**config.mk**
```make
export PLATFORM = sky130hd
export DESIGN_NAME = rms_edf_tick_scheduler_unit
export DESIGN_NICKNAME = d
export VERILOG_FILES = /design/src/rtl/rets_pkg.sv /design/src/rtl/rms_edf_tick_scheduler_unit.sv
export SDC_FILE = /design/constraint.sdc
export NUM_CORES = 1
export LEC_CHECK = 0
export BUFFER_PORTS_ARGS = -buffer_cell sky130_fd_sc_hd__buf_4
export CORE_UTILIZATION = 43
export CTS_CLUSTER_DIAMETER = 40
export DETAILED_ROUTE_END_ITERATION = 16
export PLACE_DENSITY = 0.62
export SLEW_MARGIN = 20
export SYNTH_ARGS = -nofsm -noshare
export SYNTH_HDL_FRONTEND = slang
export SYNTH_SLANG_ARGS = --single-unit
```
**constraint.sdc**
```tcl
create_clock -name clk -period 5.5 [get_ports clk]
set_input_delay 1.1 -clock clk [delete_from_list [all_inputs] [get_ports clk]]
set_output_delay 1.1 -clock clk [all_outputs]
set_load 0.05 [all_outputs]
```
**src/rtl/rets_pkg.sv**
```systemverilog
`default_nettype none
package rets_pkg;
  localparam int unsigned MaxTasks = 4;
  localparam int unsigned Slots = 4;

  typedef enum logic [2:0] {
    K_RUN  = 3'd0,
    K_IDLE = 3'd1,
    K_FIN  = 3'd2,
    K_PRE  = 3'd3,
    K_LOST = 3'd4,
    K_KILL = 3'd5
  } kind_t;

  typedef enum logic [2:0] {
    REG_MODE  = 3'd0,
    REG_COUNT = 3'd1,
    REG_T0    = 3'd2,
    REG_T1    = 3'd3,
    REG_T2    = 3'd4,
    REG_T3    = 3'd5
  } reg_t;

  typedef enum logic [3:0] {
    S_IDLE, S_DIS, S_REL, S_PICK, S_PRE, S_RUN, S_KILL, S_STAT, S_OUT, S_DONE
  } state_t;

  function automatic logic [15:0] inc16(input logic [15:0] v);
    inc16 = (v == 16'hFFFF) ? v : v + 16'd1;
  endfunction
endpackage
`default_nettype wire

```
**src/rtl/rms_edf_tick_scheduler_unit.sv**
```systemverilog
// order: per tick the lost-deadline words come first, then a preemption word, then a finish
//   word, then on a final tick the kill words, and last the status word with m_tlast set
// ticks: one tick at a time; s_tready is low from an accepted tick word until the status
//   word of that tick has been taken
// the slot scans share one slot view, one slot per cycle while no output word is pending
// reset: synchronous active-high rst clears task state, counters, mode and task registers, sets task_count to 1
`default_nettype none
module rms_edf_tick_scheduler_unit
  import rets_pkg::*;
#(
  parameter int unsigned MAX_TASKS = MaxTasks
) (
  input  wire         clk,
  input  wire         rst,
  input  wire         s_tvalid,
  output logic        s_tready,
  input  wire  [7:0]  s_tdata,   // final_tick
  output logic        m_tvalid,
  input  wire         m_tready,
  output logic [71:0] m_tdata,   // kind, task_index, segment_units, event_count, tick_time
  output logic        m_tlast,   // last_of_tick
  input  wire         cfg_valid,
  output logic        cfg_ready,
  input  wire  [2:0]  cfg_index,
  input  wire  [31:0] cfg_data
);
  localparam int unsigned NumSlots = (MAX_TASKS < Slots) ? MAX_TASKS : Slots;

  // configuration
  logic        mode;
  logic [2:0]  task_count;
  logic [31:0] task_reg [Slots];

  // task state
  logic [15:0] rem   [Slots];
  logic [15:0] cdown [Slots];
  logic [15:0] ccnt  [Slots];
  logic [15:0] lcnt  [Slots];
  logic [15:0] kcnt  [Slots];
  logic [2:0]  run_slot;
  logic [15:0] seg_len;
  logic [15:0] idle_len;
  logic [31:0] cur_tick;

  // sequencer
  state_t      state, state_next;
  logic [1:0]  idx;
  logic [2:0]  best;
  logic        fin;
  logic [2:0]  st_kind;
  logic [1:0]  st_idx;
  logic [15:0] st_seg;
  logic [15:0] st_cnt;

  logic [2:0] cnt_clamp;
  assign cnt_clamp = (task_count > 3'(NumSlots)) ? 3'(NumSlots) : task_count;

  function automatic logic slot_on(input logic [2:0] i, input logic [2:0] c,
                                   input logic [15:0] per);
    slot_on = (i < c) && (per != 16'd0);
  endfunction

  // shared slot view for the current scan index
  logic [15:0] per_i, bur_i, per_b;
  logic        on_i;
  logic        better;
  assign per_i = task_reg[idx][31:16];
  assign bur_i = task_reg[idx][15:0];
  assign per_b = task_reg[best[1:0]][31:16];
  assign on_i  = slot_on({1'b0, idx}, cnt_clamp, per_i);
  always_comb begin
    if (mode && cdown[idx] != cdown[best[1:0]]) better = cdown[idx] < cdown[best[1:0]];
    else better = per_i < per_b;
  end

  logic last_idx;
  assign last_idx = (idx == 2'(Slots - 1));

  assign s_tready  = (state == S_IDLE);
  assign cfg_ready = (state == S_IDLE);

  // next state
  always_comb begin
    state_next = state;
    unique case (state)
      S_IDLE: if (s_tvalid) state_next = S_DIS;
      S_DIS:  state_next = S_REL;
      S_REL:  if (!m_tvalid && last_idx && !(on_i && cdown[idx] == 0 && rem[idx] != 0))
                state_next = S_PICK;
      S_PICK: if (last_idx) state_next = S_PRE;
      S_PRE:  if (!m_tvalid) state_next = S_RUN;
      S_RUN:  if (!m_tvalid) state_next = fin ? S_KILL : S_STAT;
      S_KILL: if (!m_tvalid && last_idx) state_next = S_STAT;
      S_STAT: if (!m_tvalid) state_next = S_DONE;
      S_DONE: if (!m_tvalid) state_next = S_IDLE;
      default: state_next = S_IDLE;
    endcase
  end

  // datapath and output word
  always_ff @(posedge clk) begin
    if (rst) begin
      state <= S_IDLE;
      mode <= 1'b0;
      task_count <= 3'd1;
      for (int i = 0; i < Slots; i++) begin
        task_reg[i] <= '0; rem[i] <= '0; cdown[i] <= '0;
        ccnt[i] <= '0; lcnt[i] <= '0; kcnt[i] <= '0;
      end
      run_slot <= 3'd4;
      seg_len <= '0;
      idle_len <= '0;
      cur_tick <= '0;
      m_tvalid <= 1'b0;
      idx <= '0;
      best <= 3'd4;
      fin <= 1'b0;
    end else begin
      state <= state_next;
      if (m_tvalid && m_tready) m_tvalid <= 1'b0;
      unique case (state)
        S_IDLE: begin
          if (cfg_valid) begin
            unique case (cfg_index)
              REG_MODE:  mode <= cfg_data[0];
              REG_COUNT: task_count <= cfg_data[2:0];
              REG_T0:    task_reg[0] <= cfg_data;
              REG_T1:    task_reg[1] <= cfg_data;
              REG_T2:    task_reg[2] <= cfg_data;
              REG_T3:    task_reg[3] <= cfg_data;
              default: ;
            endcase
          end
          if (s_tvalid) fin <= s_tdata[0];
          idx <= '0;
        end
        // running slot disabled: end segment silently
        S_DIS: begin
          if (run_slot < 3'd4 &&
              !slot_on(run_slot, cnt_clamp, task_reg[run_slot[1:0]][31:16])) begin
            run_slot <= 3'd4;
            seg_len <= '0;
          end
        end
        // release scan, one slot a cycle while no output word is pending, lost-deadline words
        S_REL: if (!m_tvalid) begin
          if (on_i) begin
            if (cdown[idx] == 0) begin
              if (rem[idx] != 0) begin
                lcnt[idx] <= inc16(lcnt[idx]);
                m_tvalid <= 1'b1;
                m_tdata <= {3'd0, cur_tick, inc16(lcnt[idx]),
                            (run_slot == {1'b0, idx}) ? seg_len : 16'd0, idx, K_LOST};
                m_tlast <= 1'b0;
                if (run_slot == {1'b0, idx}) begin
                  run_slot <= 3'd4;
                  seg_len <= '0;
                end
                rem[idx] <= 16'd0;
              end else begin
                rem[idx] <= bur_i;
                cdown[idx] <= per_i - 16'd1;
                idx <= idx + 2'd1;
              end
            end else begin
              cdown[idx] <= cdown[idx] - 16'd1;
              idx <= idx + 2'd1;
            end
          end else idx <= idx + 2'd1;
          if (last_idx && !(on_i && cdown[idx] == 0 && rem[idx] != 0)) best <= 3'd4;
        end
        // selection scan over the shared compare
        S_PICK: begin
          if (on_i && rem[idx] != 0 && (best == 3'd4 || better)) best <= {1'b0, idx};
          idx <= idx + 2'd1;
        end
        S_PRE: if (!m_tvalid) begin
          if (run_slot < 3'd4 && run_slot != best) begin
            if (rem[run_slot[1:0]] != 0) begin
              m_tvalid <= 1'b1;
              m_tdata <= {3'd0, cur_tick, 16'd0, seg_len, run_slot[1:0], K_PRE};
              m_tlast <= 1'b0;
            end
            run_slot <= 3'd4;
            seg_len <= '0;
          end
        end
        S_RUN: if (!m_tvalid) begin
          idx <= '0;
          if (best < 3'd4) begin
            st_kind <= K_RUN;
            st_idx <= best[1:0];
            st_seg <= inc16((run_slot != best) ? 16'd0 : seg_len);
            idle_len <= '0;
            rem[best[1:0]] <= rem[best[1:0]] - 16'd1;
            if (rem[best[1:0]] == 16'd1) begin
              ccnt[best[1:0]] <= inc16(ccnt[best[1:0]]);
              st_cnt <= inc16(ccnt[best[1:0]]);
              m_tvalid <= 1'b1;
              m_tdata <= {3'd0, cur_tick, inc16(ccnt[best[1:0]]),
                          inc16((run_slot != best) ? 16'd0 : seg_len), best[1:0], K_FIN};
              m_tlast <= 1'b0;
              run_slot <= 3'd4;
              seg_len <= '0;
            end else begin
              st_cnt <= ccnt[best[1:0]];
              run_slot <= best;
              seg_len <= inc16((run_slot != best) ? 16'd0 : seg_len);
            end
          end else begin
            idle_len <= inc16(idle_len);
            st_kind <= K_IDLE;
            st_idx <= '0;
            st_seg <= inc16(idle_len);
            st_cnt <= '0;
          end
        end
        // kill scan on the final tick
        S_KILL: if (!m_tvalid) begin
          if (on_i && rem[idx] != 0) begin
            kcnt[idx] <= inc16(kcnt[idx]);
            m_tvalid <= 1'b1;
            m_tdata <= {3'd0, cur_tick, inc16(kcnt[idx]),
                        (run_slot == {1'b0, idx}) ? seg_len : 16'd0, idx, K_KILL};
            m_tlast <= 1'b0;
            rem[idx] <= '0;
          end
          idx <= idx + 2'd1;
          if (last_idx) begin
            run_slot <= 3'd4;
            seg_len <= '0;
          end
        end
        S_STAT: if (!m_tvalid) begin
          m_tvalid <= 1'b1;
          m_tdata <= {3'd0, cur_tick, st_cnt, st_seg, st_idx, st_kind};
          m_tlast <= 1'b1;
        end
        S_DONE: if (!m_tvalid) begin
          if (cur_tick != 32'hFFFF_FFFF) cur_tick <= cur_tick + 32'd1;
        end
        default: ;
      endcase
    end
  end

  // output word holds while stalled
  a_out_hold: assert property (@(posedge clk) disable iff (rst)
    m_tvalid && !m_tready |=> m_tvalid && $stable(m_tdata) && $stable(m_tlast));

  // a new tick is taken only with the output empty
  a_in_idle: assert property (@(posedge clk) disable iff (rst)
    s_tready |-> !m_tvalid);

  // slot pointers stay in range
  a_slot_range: assert property (@(posedge clk) disable iff (rst)
    run_slot <= 3'd4 && best <= 3'd4);

  // the word closing a tick is a status word
  a_status_kind: assert property (@(posedge clk) disable iff (rst)
    m_tvalid && m_tlast |-> (m_tdata[2:0] == K_RUN || m_tdata[2:0] == K_IDLE));
endmodule
`default_nettype wire
```
Yosys cells after proc, flatten, opt, wreduce, memory -nomap -nowiden
Memories as Yosys holds them, arrays and structs flattened. A register that Yosys moved wholly into a read port is not among the register bits.
Cells that the tools add are included.
{"block": "totals", "register_bits": 192, "mem_bits_rw": 448, "in_bits": 48, "out_inout_bits": 76, "wordCells": 353, "memories": 6}
{"memory": "task_reg", "words": 4, "width": 32, "rd": 3, "rd_clocked_by_memory_dff": 3, "wr": 4, "line_no": "rms_edf_tick_scheduler_unit.sv:32", "text": "logic [31:0] task_reg [Slots];"}
{"memory": "ccnt", "words": 4, "width": 16, "rd": 1, "rd_clocked_by_memory_dff": 1, "wr": 4, "line_no": "rms_edf_tick_scheduler_unit.sv:37", "text": "logic [15:0] ccnt [Slots];"}
{"memory": "cdown", "words": 4, "width": 16, "rd": 2, "rd_clocked_by_memory_dff": 2, "wr": 4, "line_no": "rms_edf_tick_scheduler_unit.sv:36", "text": "logic [15:0] cdown [Slots];"}
{"memory": "kcnt", "words": 4, "width": 16, "rd": 1, "rd_clocked_by_memory_dff": 1, "wr": 4, "line_no": "rms_edf_tick_scheduler_unit.sv:39", "text": "logic [15:0] kcnt [Slots];"}
{"memory": "lcnt", "words": 4, "width": 16, "rd": 1, "rd_clocked_by_memory_dff": 1, "wr": 4, "line_no": "rms_edf_tick_scheduler_unit.sv:38", "text": "logic [15:0] lcnt [Slots];"}
{"memory": "rem", "words": 4, "width": 16, "rd": 3, "rd_clocked_by_memory_dff": 3, "wr": 4, "line_no": "rms_edf_tick_scheduler_unit.sv:35", "text": "logic [15:0] rem [Slots];"}
{"block": "classes", "add_sub_neg": 10, "magnitude_cmp": 7, "eq_ne": 49, "mux": 210, "bitwise_logic": 9, "reduce_logical": 45}
{"operator": "72-bit two-way mux", "count": 13}
{"operator": "16-bit two-way mux", "count": 32}
{"operator": "72-bit case mux with 5 select lines", "count": 1}
{"operator": "32-bit two-way mux", "count": 4}
{"operator": "16-bit OR reduction", "count": 6}
{"operator": "1-bit two-way mux", "count": 94}
{"operator": "16-bit by 1-bit adder with 16-bit output (second input constant)", "count": 5}
{"operator": "16-bit equality test (second input constant)", "count": 5}
{"operator": "16-bit case mux with 5 select lines", "count": 1}
{"operator": "2-bit two-way mux", "count": 34}
{"operator": "16-bit nonzero test", "count": 4}
{"operator": "3-bit two-way mux", "count": 17}
{"operator": "16-bit by 1-bit subtractor with 16-bit output (second input constant)", "count": 3}
{"operator": "2-bit inequality test (second input constant)", "count": 23}
{"operator": "4-bit case mux with 9 select lines", "count": 1}
{"operator": "32-bit by 1-bit adder with 32-bit output (second input constant)", "count": 1}
{"operator": "16-bit less-than comparator", "count": 2}
{"operator": "4-bit two-way mux", "count": 8}
{"operator": "32-bit inequality test (second input constant)", "count": 1}
{"operator": "16-bit by 1-bit equality test with 1-bit output (second input constant)", "count": 1}
{"operator": "4-bit by 3-bit equality test with 1-bit output (second input constant)", "count": 4}
{"operator": "16-bit zero test", "count": 1}
{"operator": "16-bit inequality test", "count": 1}
{"operator": "3-bit case mux with 5 select lines", "count": 1}
{"operator": "34 further kinds", "count": 67}

Logic depth before layout (Yosys ltp)
{"block": "depth", "word_depth": 14, "ltp_mapped": 21, "depth_no_buf": 18}

Worst setup path after synthesis
No wires, ideal clock.
{"block": "synth_timing", "path_type": "reg-to-reg", "startpoint": "register state[2]", "endpoint": "memory task_reg[3][0] (enable)", "setup_ns": 0.466, "arrival_time_ns": 5.097, "required_ns": 5.034, "path_slack_ns": -0.063, "path_stages_with_launch": 7, "n_path_buf": 1, "synth_period_minus_slack_ns": 5.563, "cell_sequence": "dfxtp_1 clkbuf_1 nor4_1 nand2_1 nor2_1 nand2_1 o21ai_0"}
{"item": "start, declared", "line_no": "rms_edf_tick_scheduler_unit.sv:46", "text": "state_t state, state_next;"}
{"item": "start signal, assigned", "line_no": "rms_edf_tick_scheduler_unit.sv:119", "text": "state <= state_next;"}
{"item": "end, declared", "line_no": "rms_edf_tick_scheduler_unit.sv:32"}

==> results.sh <==
export IMPL_outcome="finished, final reports clean"
export IMPL_ir_drop_mv=0.273
export IMPL_vias=22600
export IMPL_cts_tree="done"
export IMPL_layout_drive_gt1_share_pct=19.0
export IMPL_synth_top_area_cell="edfxtp_1"
export IMPL_period_share_pct=93.7
export IMPL_grt_pass1_vias=22600
export IMPL_avgSynthCellArea_um2=12.0
export IMPL_synth_edf_count=553
export IMPL_yosys_area_top_type_share_pct=51.3
export IMPL_nFillCells=6389
export IMPL_timing_fmax_ghz=0.194
export IMPL_avgRoutedWirePerCell_um=21.5
export IMPL_synth_area_leaders="edfxtp_1 51%, mux4_2 10%, dfxtp_1 5.4%"
export IMPL_critical_path_max_fanout=18
export IMPL_fin_skew_ps=79.3
export IMPL_cellPowerDensity_nw_per_um2=399
export IMPL_maxSlewHeadroom_pct=26.5
export IMPL_root_buffer="clkbuf_16"
export IMPL_drt_wl_total_um=83800
export IMPL_setup_slack_ps=344
export IMPL_antenna_diode_count=0
export IMPL_gp_congestion=0.902
export IMPL_dp_slack_ps=393
export IMPL_yosysSeqAreaShare_pct=56.7
export IMPL_postCtsSetupRepairBufs=0
export IMPL_worstHoldPathType="reg2reg"
export IMPL_h_tree_depth=3
export IMPL_setup_tns_ps=0
export IMPL_area_growth_syn_to_layout_pct=17.2
export IMPL_cp_end_kind="flop"
export IMPL_dieArea_um2=76400
export IMPL_post_route_min_period_ps=5160
export IMPL_synthArstFlopShare_pct=0
export IMPL_grt_overflow=0
export IMPL_cts_buffers=97
export IMPL_drt_iter0_drc=2168
export IMPL_slew_violations=0
export IMPL_clock_latency_ps=690
export IMPL_rsz0062_at_grt="no"
export IMPL_largest_register_ffs=128
export IMPL_path_clk_slew_ps=60
export IMPL_antenna_found_initial=1
export IMPL_critPathRequiredTime_ps=5870
export IMPL_setup_viol=0
export IMPL_grt_max_degree=61
export IMPL_io_pins=124
export IMPL_hold_viol=0
export IMPL_fp_coreArea_um2=74400
export IMPL_grtUsageTotal_pct=21.8
export IMPL_die_w_um=276
export IMPL_ys_types=88
export IMPL_ant_nets=0
export IMPL_initial_core_util_pct=43.5
export IMPL_post_dp_hpwl_um=56600
export IMPL_final_seq_area_um2=18400
export IMPL_cts_sinks=641
export IMPL_drc=0
export IMPL_start_kind="flop"
export IMPL_syn_inst=2702
export IMPL_dp_cells=3725
export IMPL_syn_area_um2=32400
export IMPL_worstMarginPinSlew_ps=1100
export IMPL_cap_violations=0
export IMPL_drt_pass1_iterations=5
export IMPL_hold_buffers=0
export IMPL_worstPathArrival_ps=5520
export IMPL_leakagePower_nw=13.7
export IMPL_multiInputGateArea_um2=13000
export IMPL_fin_nets=2947
export IMPL_ys_ff_latch=641
export IMPL_rows=100
export IMPL_cts_resized=0
export IMPL_vias_per_cell=5.78
export IMPL_grt_first_pass_wirelength_um=130000
export IMPL_yosys_warnings=0
export IMPL_synth_flop_cell="edfxtp_1"
export IMPL_critPathKind="reg2reg"
export IMPL_io_buffer_count=113
export IMPL_clockBufferDepth=3
export IMPL_instances_no_fill=3903
export IMPL_die_y_um=276
-- stage by stage --
stage / util (%) / total power, mW / area, µm² / hold WS (ps)
2_1_floorplan: - / 7.91 / 32400 / 406
3_3_place_gp: 46.4 / 8.80 / 34500 / 462
3_5_place_dp: 46.4 / 8.86 / 34500 / 465
4_1_cts: 51.0 / 15.2 / 37900 / 472
5_1_grt: 51.0 / 15.7 / 37900 / 499
6_report: 51.0 / 15.1 / 37900 / 473
-- Yosys cell counts (all sizes together), types with 6 or more instances --
library cell  count
o221ai           11
a31oi            10
o21a              8
a22oi            28
nand4            42
nor3             59
nand2b           35
a21oi            77
buf              56
or4               6
mux2i            31
a211oi            8
o21ai           102
a21o             10
edfxtp          553
and2            149
nand3            74
mux4            145
o211ai            6
clkbuf           86
dfxtp            88
inv             115
nand2           196
xor2             64
and4             14
nand3b            6
nor2b            12
or3              15
nor4             53
ha               44
nor2            418
and3             33
o31ai            11
mux2              6
xnor2            60
-- critical path: stages, from the launching register on --
cell and delay [ps]:
dfxtp_4 580, buf_4 300, mux4_2 630, or4_1 600, nor3b_2 290, a21oi_2 160
nand2_1 260, o21ai_0 240, inv_1 110, ha_1 250, nand2b_1 130, nor3_1 250
buf_4 200, nand2_1 70, xor2_1 150, nor2_1 50, nor3_1 500, nor2_1 100
-- kinds of logic after synthesis --
logic type | Yosys count | synth area share (%)
and+or+nand+nor | 1130 | 17.1
xor gates and xnor gates | 124 | 3.35
adders and majority gates | 44 | 1.70
buffers and inverters | 258 | 3.37
AOI/OAI and AO/OA | 322 | 6.48
other | 1 | 0.0116
DFF | 641 | 56.7
muxes | 182 | 11.3
-- cell usage in the layout (no fill, tap or decap), drive strengths merged, types with 44 or more instances in the layout --
cell and n:
edfxtp 553, nor2 418, nand2 196, buf 194, and2 149, mux4 145, inv 144, clkbuf 103
o21ai 102, dfxtp 88, a21oi 77, nand3 74, xor2 64, xnor2 60, nor3 59, nor4 53
ha 44
-- where the power goes --
group          total [mW]  switching (mW)  internal, mW  leakage [nW]
clock                6.34            2.47          3.87          1.63
sequential           5.78           0.159          5.62          6.30
combinational        3.00            2.01         0.995          5.73
-- metal layers --
layer / track usage, % / up-vias / part of all wire (%) / wire length, µm
li1: - / 10300 / - / -
met1: 29.7 / 11200 / 43 / 36000
met2: 35.0 / 846 / 47 / 39500
met3: 3.80 / 185 / 6.7 / 5590
met4: 7.98 / 2 / 3.2 / 2690
met5: 0 / - / 0.017 / 14
-- worst paths after layout --
check	startpoint	end	slack [ps]	cells past startpoint
worst min-delay path	fin	fin	470	2
worst max-delay path	flop	cdown[1][10]	340	17
worst max register to register	flop	cdown[1][10]	340	17
worst min register to register	fin	fin	470	2
-- cell type report --
type                       instances  area share (%)
sequential                       641            48.5
clock inverter                    75            2.51
clock buffer                     103            6.48
multi-input combinational       1805            34.3
inverter                         116            1.15
tap                              969            3.20
timing repair buffer             194            3.90
Power figures use the tool's default switching activity.
